===== src/sv/fraction_add_integer_reduce_top_assert.svh =====
// ---------------------------------------------------------------------------
// Assertion macros for the fraction add and reduce block
// Concurrent assertion wrappers shared by the controller and the datapath.
// ---------------------------------------------------------------------------
`ifndef FRACTION_ADD_INTEGER_REDUCE_TOP_ASSERT_SVH
`define FRACTION_ADD_INTEGER_REDUCE_TOP_ASSERT_SVH

`ifndef NO_ASSERTIONS

// Same-cycle implication.
`define FAIR_ASSERT_IMPL(name, clk, rstn, ante, cons) \
  name: assert property (@(posedge clk) disable iff (!(rstn)) (ante) |-> (cons)) \
    else $error("fair: same-cycle implication failed");

// Next-cycle implication.
`define FAIR_ASSERT_NEXT(name, clk, rstn, ante, cons) \
  name: assert property (@(posedge clk) disable iff (!(rstn)) (ante) |=> (cons)) \
    else $error("fair: next-cycle implication failed");

`else

`define FAIR_ASSERT_IMPL(name, clk, rstn, ante, cons)
`define FAIR_ASSERT_NEXT(name, clk, rstn, ante, cons)

`endif

`endif


===== src/sv/fair_pkg.sv =====
// ---------------------------------------------------------------------------
// Fraction add and reduce package
// Shared types and codes for the controller and the datapath.
// ---------------------------------------------------------------------------
package fair_pkg;

  // Width of every numeric field on the ports.
  localparam int FIELD_W = 32;

  // Result status codes.
  typedef enum logic [1:0] {
    ST_OK       = 2'd0,
    ST_DEN_BAD  = 2'd1,
    ST_OVERFLOW = 2'd2
  } status_e;

  // Datapath operations issued by the controller.
  typedef enum logic [3:0] {
    OP_NONE,
    OP_LOAD,
    OP_MUL,
    OP_SUM,
    OP_ABS,
    OP_COM,
    OP_ODD,
    OP_GCD,
    OP_DIVI,
    OP_DIV,
    OP_OUT
  } dp_op_e;

  // Datapath status seen by the controller.
  typedef struct packed {
    logic den_bad;
    logic sum_zero;
    logic both_even;
    logic a_even;
    logic b_zero;
    logic div_last;
  } fair_sta_t;

endpackage


===== src/sv/fair_dp.sv =====
// ---------------------------------------------------------------------------
// Fraction add and reduce datapath
// Product, sum, binary GCD registers, two restoring dividers and result regs.
// ---------------------------------------------------------------------------
`include "fraction_add_integer_reduce_top_assert.svh"

module fair_dp #(
  parameter int DATA_WIDTH = 32
) (
  input  logic                             clk_i,
  input  logic                             rst_ni,
  input  fair_pkg::dp_op_e                 op_i,
  output fair_pkg::fair_sta_t              sta_o,
  input  logic [fair_pkg::FIELD_W-1:0]     frac_num_i,
  input  logic [fair_pkg::FIELD_W-1:0]     frac_den_i,
  input  logic [fair_pkg::FIELD_W-1:0]     addend_i,
  output logic [fair_pkg::FIELD_W-1:0]     sum_num_o,
  output logic [fair_pkg::FIELD_W-1:0]     sum_den_o,
  output logic [1:0]                       status_o
);
  import fair_pkg::*;

  localparam int W  = DATA_WIDTH;
  localparam int DW = 2 * DATA_WIDTH;
  localparam int KW = $clog2(DATA_WIDTH);
  localparam int CW = $clog2(2 * DATA_WIDTH);

  logic [W-1:0]         num_q, den_q, add_q;
  logic signed [DW-1:0] prod_q, sum_q;
  logic [DW-1:0]        mag_q, a_q, b_q;
  logic                 neg_q;
  logic [KW-1:0]        k_q;
  logic [W-1:0]         g_q;
  logic [DW-1:0]        qm_q, qd_q;
  logic [W-1:0]         rm_q, rd_q;
  logic [CW-1:0]        cnt_q;
  logic [FIELD_W-1:0]   sum_num_q, sum_den_q;
  status_e              status_q;

  logic                 den_bad, sum_zero;
  logic                 a_gt;
  logic [DW-1:0]        gcd_diff, gcd_min;
  logic [W:0]           r_m, r_d;
  logic                 ge_m, ge_d;
  logic [W-1:0]         rm_n, rd_n;
  logic [DW-1:0]        half, limit;
  logic                 ovf;
  logic [W-1:0]         num_res;

  assign den_bad  = den_q[W-1] | (den_q == '0);
  assign sum_zero = (sum_q == '0);

  // One Stein step: the smaller odd value stays, the difference goes to b.
  assign a_gt     = a_q > b_q;
  assign gcd_diff = a_gt ? (a_q - b_q) : (b_q - a_q);
  assign gcd_min  = a_gt ? b_q : a_q;

  // Restoring division, one quotient bit per cycle for each dividend.
  assign r_m  = {rm_q, qm_q[DW-1]};
  assign r_d  = {rd_q, qd_q[DW-1]};
  assign ge_m = r_m >= {1'b0, g_q};
  assign ge_d = r_d >= {1'b0, g_q};
  assign rm_n = ge_m ? W'(r_m - {1'b0, g_q}) : r_m[W-1:0];
  assign rd_n = ge_d ? W'(r_d - {1'b0, g_q}) : r_d[W-1:0];

  // The reduced magnitude must fit the signed range of the data width.
  assign half    = DW'(1) << (W - 1);
  assign limit   = neg_q ? half : (half - DW'(1));
  assign ovf     = qm_q > limit;
  assign num_res = neg_q ? (W'(0) - qm_q[W-1:0]) : qm_q[W-1:0];

  always_ff @(posedge clk_i) begin
    case (op_i)
      OP_LOAD: begin
        num_q <= frac_num_i[W-1:0];
        den_q <= frac_den_i[W-1:0];
        add_q <= addend_i[W-1:0];
      end
      OP_MUL: begin
        prod_q <= $signed(add_q) * $signed(den_q);
      end
      OP_SUM: begin
        sum_q <= prod_q + DW'($signed(num_q));
      end
      OP_ABS: begin
        a_q   <= sum_q[DW-1] ? (DW'(0) - sum_q) : sum_q;
        mag_q <= sum_q[DW-1] ? (DW'(0) - sum_q) : sum_q;
        neg_q <= sum_q[DW-1];
        b_q   <= DW'(den_q);
        k_q   <= '0;
      end
      OP_COM: begin
        a_q <= a_q >> 1;
        b_q <= b_q >> 1;
        k_q <= k_q + KW'(1);
      end
      OP_ODD: begin
        a_q <= a_q >> 1;
      end
      OP_GCD: begin
        if (!b_q[0]) begin
          b_q <= b_q >> 1;
        end else begin
          a_q <= gcd_min;
          b_q <= gcd_diff;
        end
      end
      OP_DIVI: begin
        g_q   <= W'(a_q[W-1:0] << k_q);
        qm_q  <= mag_q;
        qd_q  <= DW'(den_q);
        rm_q  <= '0;
        rd_q  <= '0;
        cnt_q <= '0;
      end
      OP_DIV: begin
        qm_q  <= {qm_q[DW-2:0], ge_m};
        qd_q  <= {qd_q[DW-2:0], ge_d};
        rm_q  <= rm_n;
        rd_q  <= rd_n;
        cnt_q <= cnt_q + CW'(1);
      end
      OP_OUT: begin
        if (den_bad) begin
          sum_num_q <= FIELD_W'($signed(num_q));
          sum_den_q <= FIELD_W'($signed(den_q));
          status_q  <= ST_DEN_BAD;
        end else if (sum_zero) begin
          sum_num_q <= '0;
          sum_den_q <= FIELD_W'(1);
          status_q  <= ST_OK;
        end else if (ovf) begin
          sum_num_q <= FIELD_W'($signed(num_q));
          sum_den_q <= FIELD_W'($signed(qd_q[W-1:0]));
          status_q  <= ST_OVERFLOW;
        end else begin
          sum_num_q <= FIELD_W'($signed(num_res));
          sum_den_q <= FIELD_W'($signed(qd_q[W-1:0]));
          status_q  <= ST_OK;
        end
      end
      default: begin
      end
    endcase
  end

  always_comb begin
    sta_o.den_bad   = den_bad;
    sta_o.sum_zero  = sum_zero;
    sta_o.both_even = ~a_q[0] & ~b_q[0];
    sta_o.a_even    = ~a_q[0];
    sta_o.b_zero    = (b_q == '0);
    sta_o.div_last  = (cnt_q == CW'(DW - 1));
  end

  assign sum_num_o = sum_num_q;
  assign sum_den_o = sum_den_q;
  assign status_o  = status_q;

  // The odd part of the GCD is never zero when division starts.
  `FAIR_ASSERT_IMPL(a_gcd_nonzero, clk_i, rst_ni, op_i == OP_DIVI, a_q != '0)
  // The GCD divides both values exactly, so both remainders end at zero.
  `FAIR_ASSERT_IMPL(a_exact_div, clk_i, rst_ni, (op_i == OP_OUT) && !den_bad && !sum_zero, (rm_q == '0) && (rd_q == '0))

endmodule


===== src/sv/fair_ctrl.sv =====
// ---------------------------------------------------------------------------
// Fraction add and reduce controller
// Sequences load, multiply, sum, GCD, division and result hand-off.
// ---------------------------------------------------------------------------
`include "fraction_add_integer_reduce_top_assert.svh"

module fair_ctrl (
  input  logic                clk_i,
  input  logic                rst_ni,
  input  logic                in_valid_i,
  output logic                in_ready_o,
  output logic                out_valid_o,
  input  logic                out_ready_i,
  input  fair_pkg::fair_sta_t sta_i,
  output fair_pkg::dp_op_e    op_o
);
  import fair_pkg::*;

  typedef enum logic [3:0] {
    S_IDLE,
    S_MUL,
    S_SUM,
    S_ABS,
    S_COM,
    S_ODD,
    S_LOOP,
    S_DIVI,
    S_DIV,
    S_FIN
  } state_e;

  state_e state_q, state_d;
  logic   out_valid_q, out_valid_d;
  logic   out_free;

  assign out_free = ~out_valid_q | out_ready_i;

  always_comb begin
    state_d = state_q;
    op_o    = OP_NONE;
    case (state_q)
      S_IDLE: begin
        if (in_valid_i) begin
          op_o    = OP_LOAD;
          state_d = S_MUL;
        end
      end
      S_MUL: begin
        op_o    = OP_MUL;
        state_d = S_SUM;
      end
      S_SUM: begin
        op_o    = OP_SUM;
        state_d = S_ABS;
      end
      S_ABS: begin
        op_o    = OP_ABS;
        state_d = (sta_i.den_bad | sta_i.sum_zero) ? S_FIN : S_COM;
      end
      S_COM: begin
        if (sta_i.both_even) begin
          op_o = OP_COM;
        end else begin
          state_d = S_ODD;
        end
      end
      S_ODD: begin
        if (sta_i.a_even) begin
          op_o = OP_ODD;
        end else begin
          state_d = S_LOOP;
        end
      end
      S_LOOP: begin
        if (sta_i.b_zero) begin
          state_d = S_DIVI;
        end else begin
          op_o = OP_GCD;
        end
      end
      S_DIVI: begin
        op_o    = OP_DIVI;
        state_d = S_DIV;
      end
      S_DIV: begin
        op_o = OP_DIV;
        if (sta_i.div_last) begin
          state_d = S_FIN;
        end
      end
      S_FIN: begin
        if (out_free) begin
          op_o    = OP_OUT;
          state_d = S_IDLE;
        end
      end
      default: begin
        state_d = S_IDLE;
      end
    endcase
  end

  always_comb begin
    out_valid_d = out_valid_q;
    if (op_o == OP_OUT) begin
      out_valid_d = 1'b1;
    end else if (out_ready_i) begin
      out_valid_d = 1'b0;
    end
  end

  always_ff @(posedge clk_i or negedge rst_ni) begin
    if (!rst_ni) begin
      state_q     <= S_IDLE;
      out_valid_q <= 1'b0;
    end else begin
      state_q     <= state_d;
      out_valid_q <= out_valid_d;
    end
  end

  assign in_ready_o  = (state_q == S_IDLE);
  assign out_valid_o = out_valid_q;

  // A result is only written into a free or emptying output register.
  `FAIR_ASSERT_IMPL(a_out_no_overwrite, clk_i, rst_ni, op_o == OP_OUT, out_free)
  // An accepted request always starts with the multiply.
  `FAIR_ASSERT_NEXT(a_accept_to_mul, clk_i, rst_ni, in_valid_i && in_ready_o, state_q == S_MUL)
  // The last division step hands over to the result stage.
  `FAIR_ASSERT_NEXT(a_div_to_fin, clk_i, rst_ni, (state_q == S_DIV) && sta_i.div_last, state_q == S_FIN)

endmodule


===== src/sv/fraction_add_integer_reduce_top.sv =====
// ---------------------------------------------------------------------------
// Fraction add and reduce, top level
// Computes (frac_num + addend * frac_den) / frac_den in lowest terms.
// ---------------------------------------------------------------------------
//
//   Channel | Handshake              | Payload
//   --------+------------------------+-------------------------------------
//   in      | in_valid_i / in_ready_o | frac_num_i, frac_den_i, addend_i
//   out     | out_valid_o/out_ready_i | sum_num_o, sum_den_o, status_o
//
// One request is processed at a time. A request whose denominator is not
// positive, or whose sum is zero, is loaded, multiplied, summed and passed
// through the magnitude step straight to the result stage. Otherwise the
// block then strips the shared and the remaining trailing zeros one bit per
// cycle, runs the binary GCD loop (one subtract or one shift per step), and
// divides in the two restoring dividers, which run side by side one bit a
// cycle, before the result stage.
// The reset is asynchronous and active low; it clears only control state.
// While a result waits on a stalled output, the next request is still taken
// and computed; it waits in the controller until the output register frees.
//
// The numerator sum is formed at full double width, so it never overflows.
// Both reduced values come from exact division by the GCD, and the reduced
// numerator is range-checked against the signed range of DATA_WIDTH, giving
// the overflow status when it does not fit.

module fraction_add_integer_reduce_top #(
  parameter int DATA_WIDTH = 32
) (
  input  logic                         clk_i,
  input  logic                         rst_ni,
  input  logic                         in_valid_i,
  output logic                         in_ready_o,
  input  logic [fair_pkg::FIELD_W-1:0] frac_num_i,
  input  logic [fair_pkg::FIELD_W-1:0] frac_den_i,
  input  logic [fair_pkg::FIELD_W-1:0] addend_i,
  output logic                         out_valid_o,
  input  logic                         out_ready_i,
  output logic [fair_pkg::FIELD_W-1:0] sum_num_o,
  output logic [fair_pkg::FIELD_W-1:0] sum_den_o,
  output logic [1:0]                   status_o
);
  import fair_pkg::*;

  // Operation for the datapath this cycle, and the flags it reports back.
  dp_op_e    op;
  fair_sta_t sta;

  // The controller owns the handshakes and the output valid flag.
  fair_ctrl u_ctrl (
    .clk_i       (clk_i),
    .rst_ni      (rst_ni),
    .in_valid_i  (in_valid_i),
    .in_ready_o  (in_ready_o),
    .out_valid_o (out_valid_o),
    .out_ready_i (out_ready_i),
    .sta_i       (sta),
    .op_o        (op)
  );

  // The datapath holds every operand, the GCD state and the result registers.
  fair_dp #(
    .DATA_WIDTH (DATA_WIDTH)
  ) u_dp (
    .clk_i      (clk_i),
    .rst_ni     (rst_ni),
    .op_i       (op),
    .sta_o      (sta),
    .frac_num_i (frac_num_i),
    .frac_den_i (frac_den_i),
    .addend_i   (addend_i),
    .sum_num_o  (sum_num_o),
    .sum_den_o  (sum_den_o),
    .status_o   (status_o)
  );

endmodule


===== config.mk =====
export PLATFORM = sky130hd
export DESIGN_NAME = fraction_add_integer_reduce_top
export DESIGN_NICKNAME = d
export VERILOG_FILES = /design/src/sv/fair_pkg.sv /design/src/sv/fair_dp.sv /design/src/sv/fair_ctrl.sv /design/src/sv/fraction_add_integer_reduce_top.sv
export VERILOG_INCLUDE_DIRS = /design/src /design/src/sv
export SDC_FILE = /design/constraint.sdc
export NUM_CORES = 2
export LEC_CHECK = 0
export ABC_AREA = 0
export BUFFER_PORTS_ARGS = -buffer_cell sky130_fd_sc_hd__buf_2
export CAP_MARGIN = 20
export CORE_MARGIN = 2
export CORE_UTILIZATION = 40
export DETAILED_ROUTE_END_ITERATION = 10
export HOLD_SLACK_MARGIN = 0.08
export PLACE_DENSITY_LB_ADDON = 0.25
export SYNTH_ARGS = -nofsm -noshare
export SYNTH_HDL_FRONTEND = slang
export SYNTH_SLANG_ARGS = --single-unit
export TNS_END_PERCENT = 5

===== constraint.sdc =====
create_clock -name clk_i -period 19.6 [get_ports clk_i]
set_input_delay 2.94 -clock clk_i [delete_from_list [all_inputs] [get_ports clk_i]]
set_output_delay 2.94 -clock clk_i [all_outputs]
set_load 0.01 [all_outputs]

==> out/metrics.cfg <==
[run_status]
outcome=finished, final reports clean

[clock_network]
postCtsSetupBuffers=0
h-tree-depth=3
clk_pin_slew_ns=0.06
cts_tree=done
numCtsBuffers=92
post_cts_resized=0
cts_buffer_depth=3
cts-root-buf=clkbuf_16
clock_latency_ns=0.77
ctsHoldBuffers=0
clkSinkCount=723

[logic_synthesis]
synth_area_sq_um=81500
synth-async-reset-ratio=0.00692
synth_edf_count=718
ys.flop_type=edfxtp_1
syn_area_per_cell_sq_um=9.72
yosys_warnings=0
synth_seq_cells=723
synthCells=8388
yosysUniqueCellTypes=89
ys_seq_area_frac=0.266
synthesis.nets=10100

[timing]
slew_viol_final=0
slew_headroom=0.228
max_freq_mhz=111
final.setup.tns_ns=0
clock_skew_ns=0.0545
period_minus_slack_ns=9.02
timing.hold.ws_ns=0.490
tightest_slew_ns=1.15
hold_viol=0
rsz0062_at_grt=false
min_period_over_period=0.460
setup-violations-final=0

[floorplan]
die_w_um=455
die_area_sq_um=207000
pin_count=168
fp.dieH_um=455
start_util=0.403
core-area_sq_um=202000
rows=165

[layout]
drive_gt1_frac=0.0612
layout.cells.most_common=nand2_1
area_growth_pct=8.16
mostFrequentLayoutCells=nand2_1, inv_1, fa_1
utilization=0.436
nNetsFinal=9979

[global_route]
antenna_found_initial=16
grt_overflow=0
grt_pass1_vias=63600
track_usage=0.270
grt_max_degree=74
grt_pass1_wl_mm=415

[min_path]
hold_class=reg2reg
worst_hold_path.num_cells=2
holdPathEnd=u_dp.qm_q[30]
hold_start=u_dp.mag_q[30]

[critical_path]
arrival_ns=9.49
cpLargestDelayFamily=adder cells
cp_max_fo=19
cp.required_ns=20.07
worstReg2RegEnd=u_dp.prod_q[61]
crit_path_frequent_cell=fa_1
worstReg2RegStart=u_dp.den_q[5]
r2r_setup_slack_ns=10.58
crit_buf_inv=7
r2r.worst_path.cells=27
slowest_delay_ns=0.90
slowest_stage=fa_1
critPathLaunchType=register
endpoint_kind=register
critPathKind=reg2reg

[drt]
totalWireLength_mm=280
drc_errors=0
drtIter0Drc=5662
final_antenna_net_count=0
detail_route.wl_per_cell_um=25.3
viasPerCell=5.61
dr.pass1.iters=6
via_count=62100

[placement]
portBuffers=167
gp_congestion=0.979
dp_hpwl_mm=212

[run]
drv_cap=0

worst max-delay path by stage:
stage | cells after the start | from | slack (ns) | to
3_5_place_dp | 27 | u_dp.den_q[5] | 10.67 | u_dp.prod_q[61]
5_1_grt | 27 | u_dp.den_q[5] | 10.11 | u_dp.prod_q[61]
2_1_floorplan | 3 | u_ctrl.state_q[0] | 3.98 | u_dp.cnt_q[0]
4_1_cts | 27 | u_dp.den_q[5] | 10.62 | u_dp.prod_q[61]
6_report | 27 | u_dp.den_q[5] | 10.58 | u_dp.prod_q[61]
3_3_place_gp | 27 | u_dp.den_q[5] | 10.73 | u_dp.prod_q[61]
kinds of logic (layout without fill, tap and decap cells):
logic type      count (synthesis)  count (layout)  share of synthesized area
buf+inv                      1636            1637                     0.0760
simple gates                 2507            2507                      0.147
other cells                     0              11                          0
fa+ha+maj                    1562            1562                      0.340
mux                           121             121                     0.0168
xor+xnor                      344             344                     0.0370
flops                         723             723                      0.266
compound gates               1495            1495                      0.118
sequential cells by signal (all words and copies together), names as in the netlist, 4 cells and up:
register,count
u_dp.sum_den_o,32
u_dp.rm_q,32
u_ctrl.state_q,4
u_dp.k_q,5
u_dp.rd_q,32
u_dp.den_q,32
u_dp.qd_q,64
u_dp.sum_q,64
u_dp.prod_q,64
u_dp.sum_num_o,32
u_dp.qm_q,64
u_dp.add_q,32
u_dp.mag_q,64
u_dp.cnt_q,6
u_dp.num_q,32
u_dp.b_q,64
u_dp.a_q,64
u_dp.g_q,32
worst reg2reg max path, stage by stage (launching register included):
cell      delay (ns)
edfxtp_1        0.34
buf_4           0.28
buf_4           0.32
nand2_1         0.18
inv_1           0.13
fa_1            0.40
inv_1           0.24
fa_1            0.47
inv_1           0.25
fa_1            0.51
fa_1            0.90
inv_1           0.42
fa_1            0.59
inv_1           0.06
fa_1            0.56
fa_1            0.44
fa_1            0.47
ha_1            0.39
a21o_1          0.22
a21o_1          0.17
a21oi_1         0.20
o21ai_0         0.13
or2_2           0.30
a21o_1          0.18
a31o_2          0.23
nand3_1         0.12
o21ai_0         0.12
xor2_1          0.15
synth_stat cells, types with 33 or more instances:
cell,number,share of area
nand2_1,1193,0.055
inv_1,1178,0.054
fa_1,1087,0.27
edfxtp_1,718,0.26
and2_1,562,0.043
ha_1,475,0.073
clkbuf_1,410,0.019
a21oi_1,406,0.025
o21ai_0,315,0.019
nor2_1,314,0.014
xnor2_1,227,0.024
a21o_1,185,0.017
xor2_1,117,0.013
mux2i_1,102,0.013
a22oi_1,95,0.0088
nand4_1,76,0.0058
o21bai_1,71,0.0065
nand3_1,69,0.0042
nor3_1,60,0.0037
a211oi_1,54,0.0050
o31ai_1,47,0.0043
nor4_1,46,0.0035
a31oi_1,44,0.0034
nand2b_1,41,0.0031
o21a_1,41,0.0038
o2bb2ai_1,33,0.0035
metrics by stage:
step | instance area [sq um] | cells | worst slack (ns)
floorplan | 81500 | 8388 | 3.98
global placement | 84900 | 10900 | 10.73
detailed placement | 84900 | 10900 | 10.67
CTS | 88000 | 11100 | 10.62
global route | 88100 | 11100 | 10.11
finish | 88100 | 11100 | 10.58
metal layers:
layer	part of all wire	wire, um	vias to the layer above	track usage
met5	0	0	-	0
met4	0.052	14400	0	0.119
met3	0.073	20400	507	0.0453
met2	0.46	128000	2440	0.429
met1	0.42	117000	31700	0.363
li1	-	-	27500	-
cell type report:
cell class	instances	area, sq um
well taps	2672	3340
clock buffers	103	2340
clock inverters	63	790
flip-flops and latches	723	21700
fillers	19600	114000
inverters	1182	4440
repair buffers	289	1780
diodes	11	27.5
multi-input cells	6029	53700
Power is not shown: default switching activity piles up to over one toggle a cycle in this logic, so the estimate is an artifact.
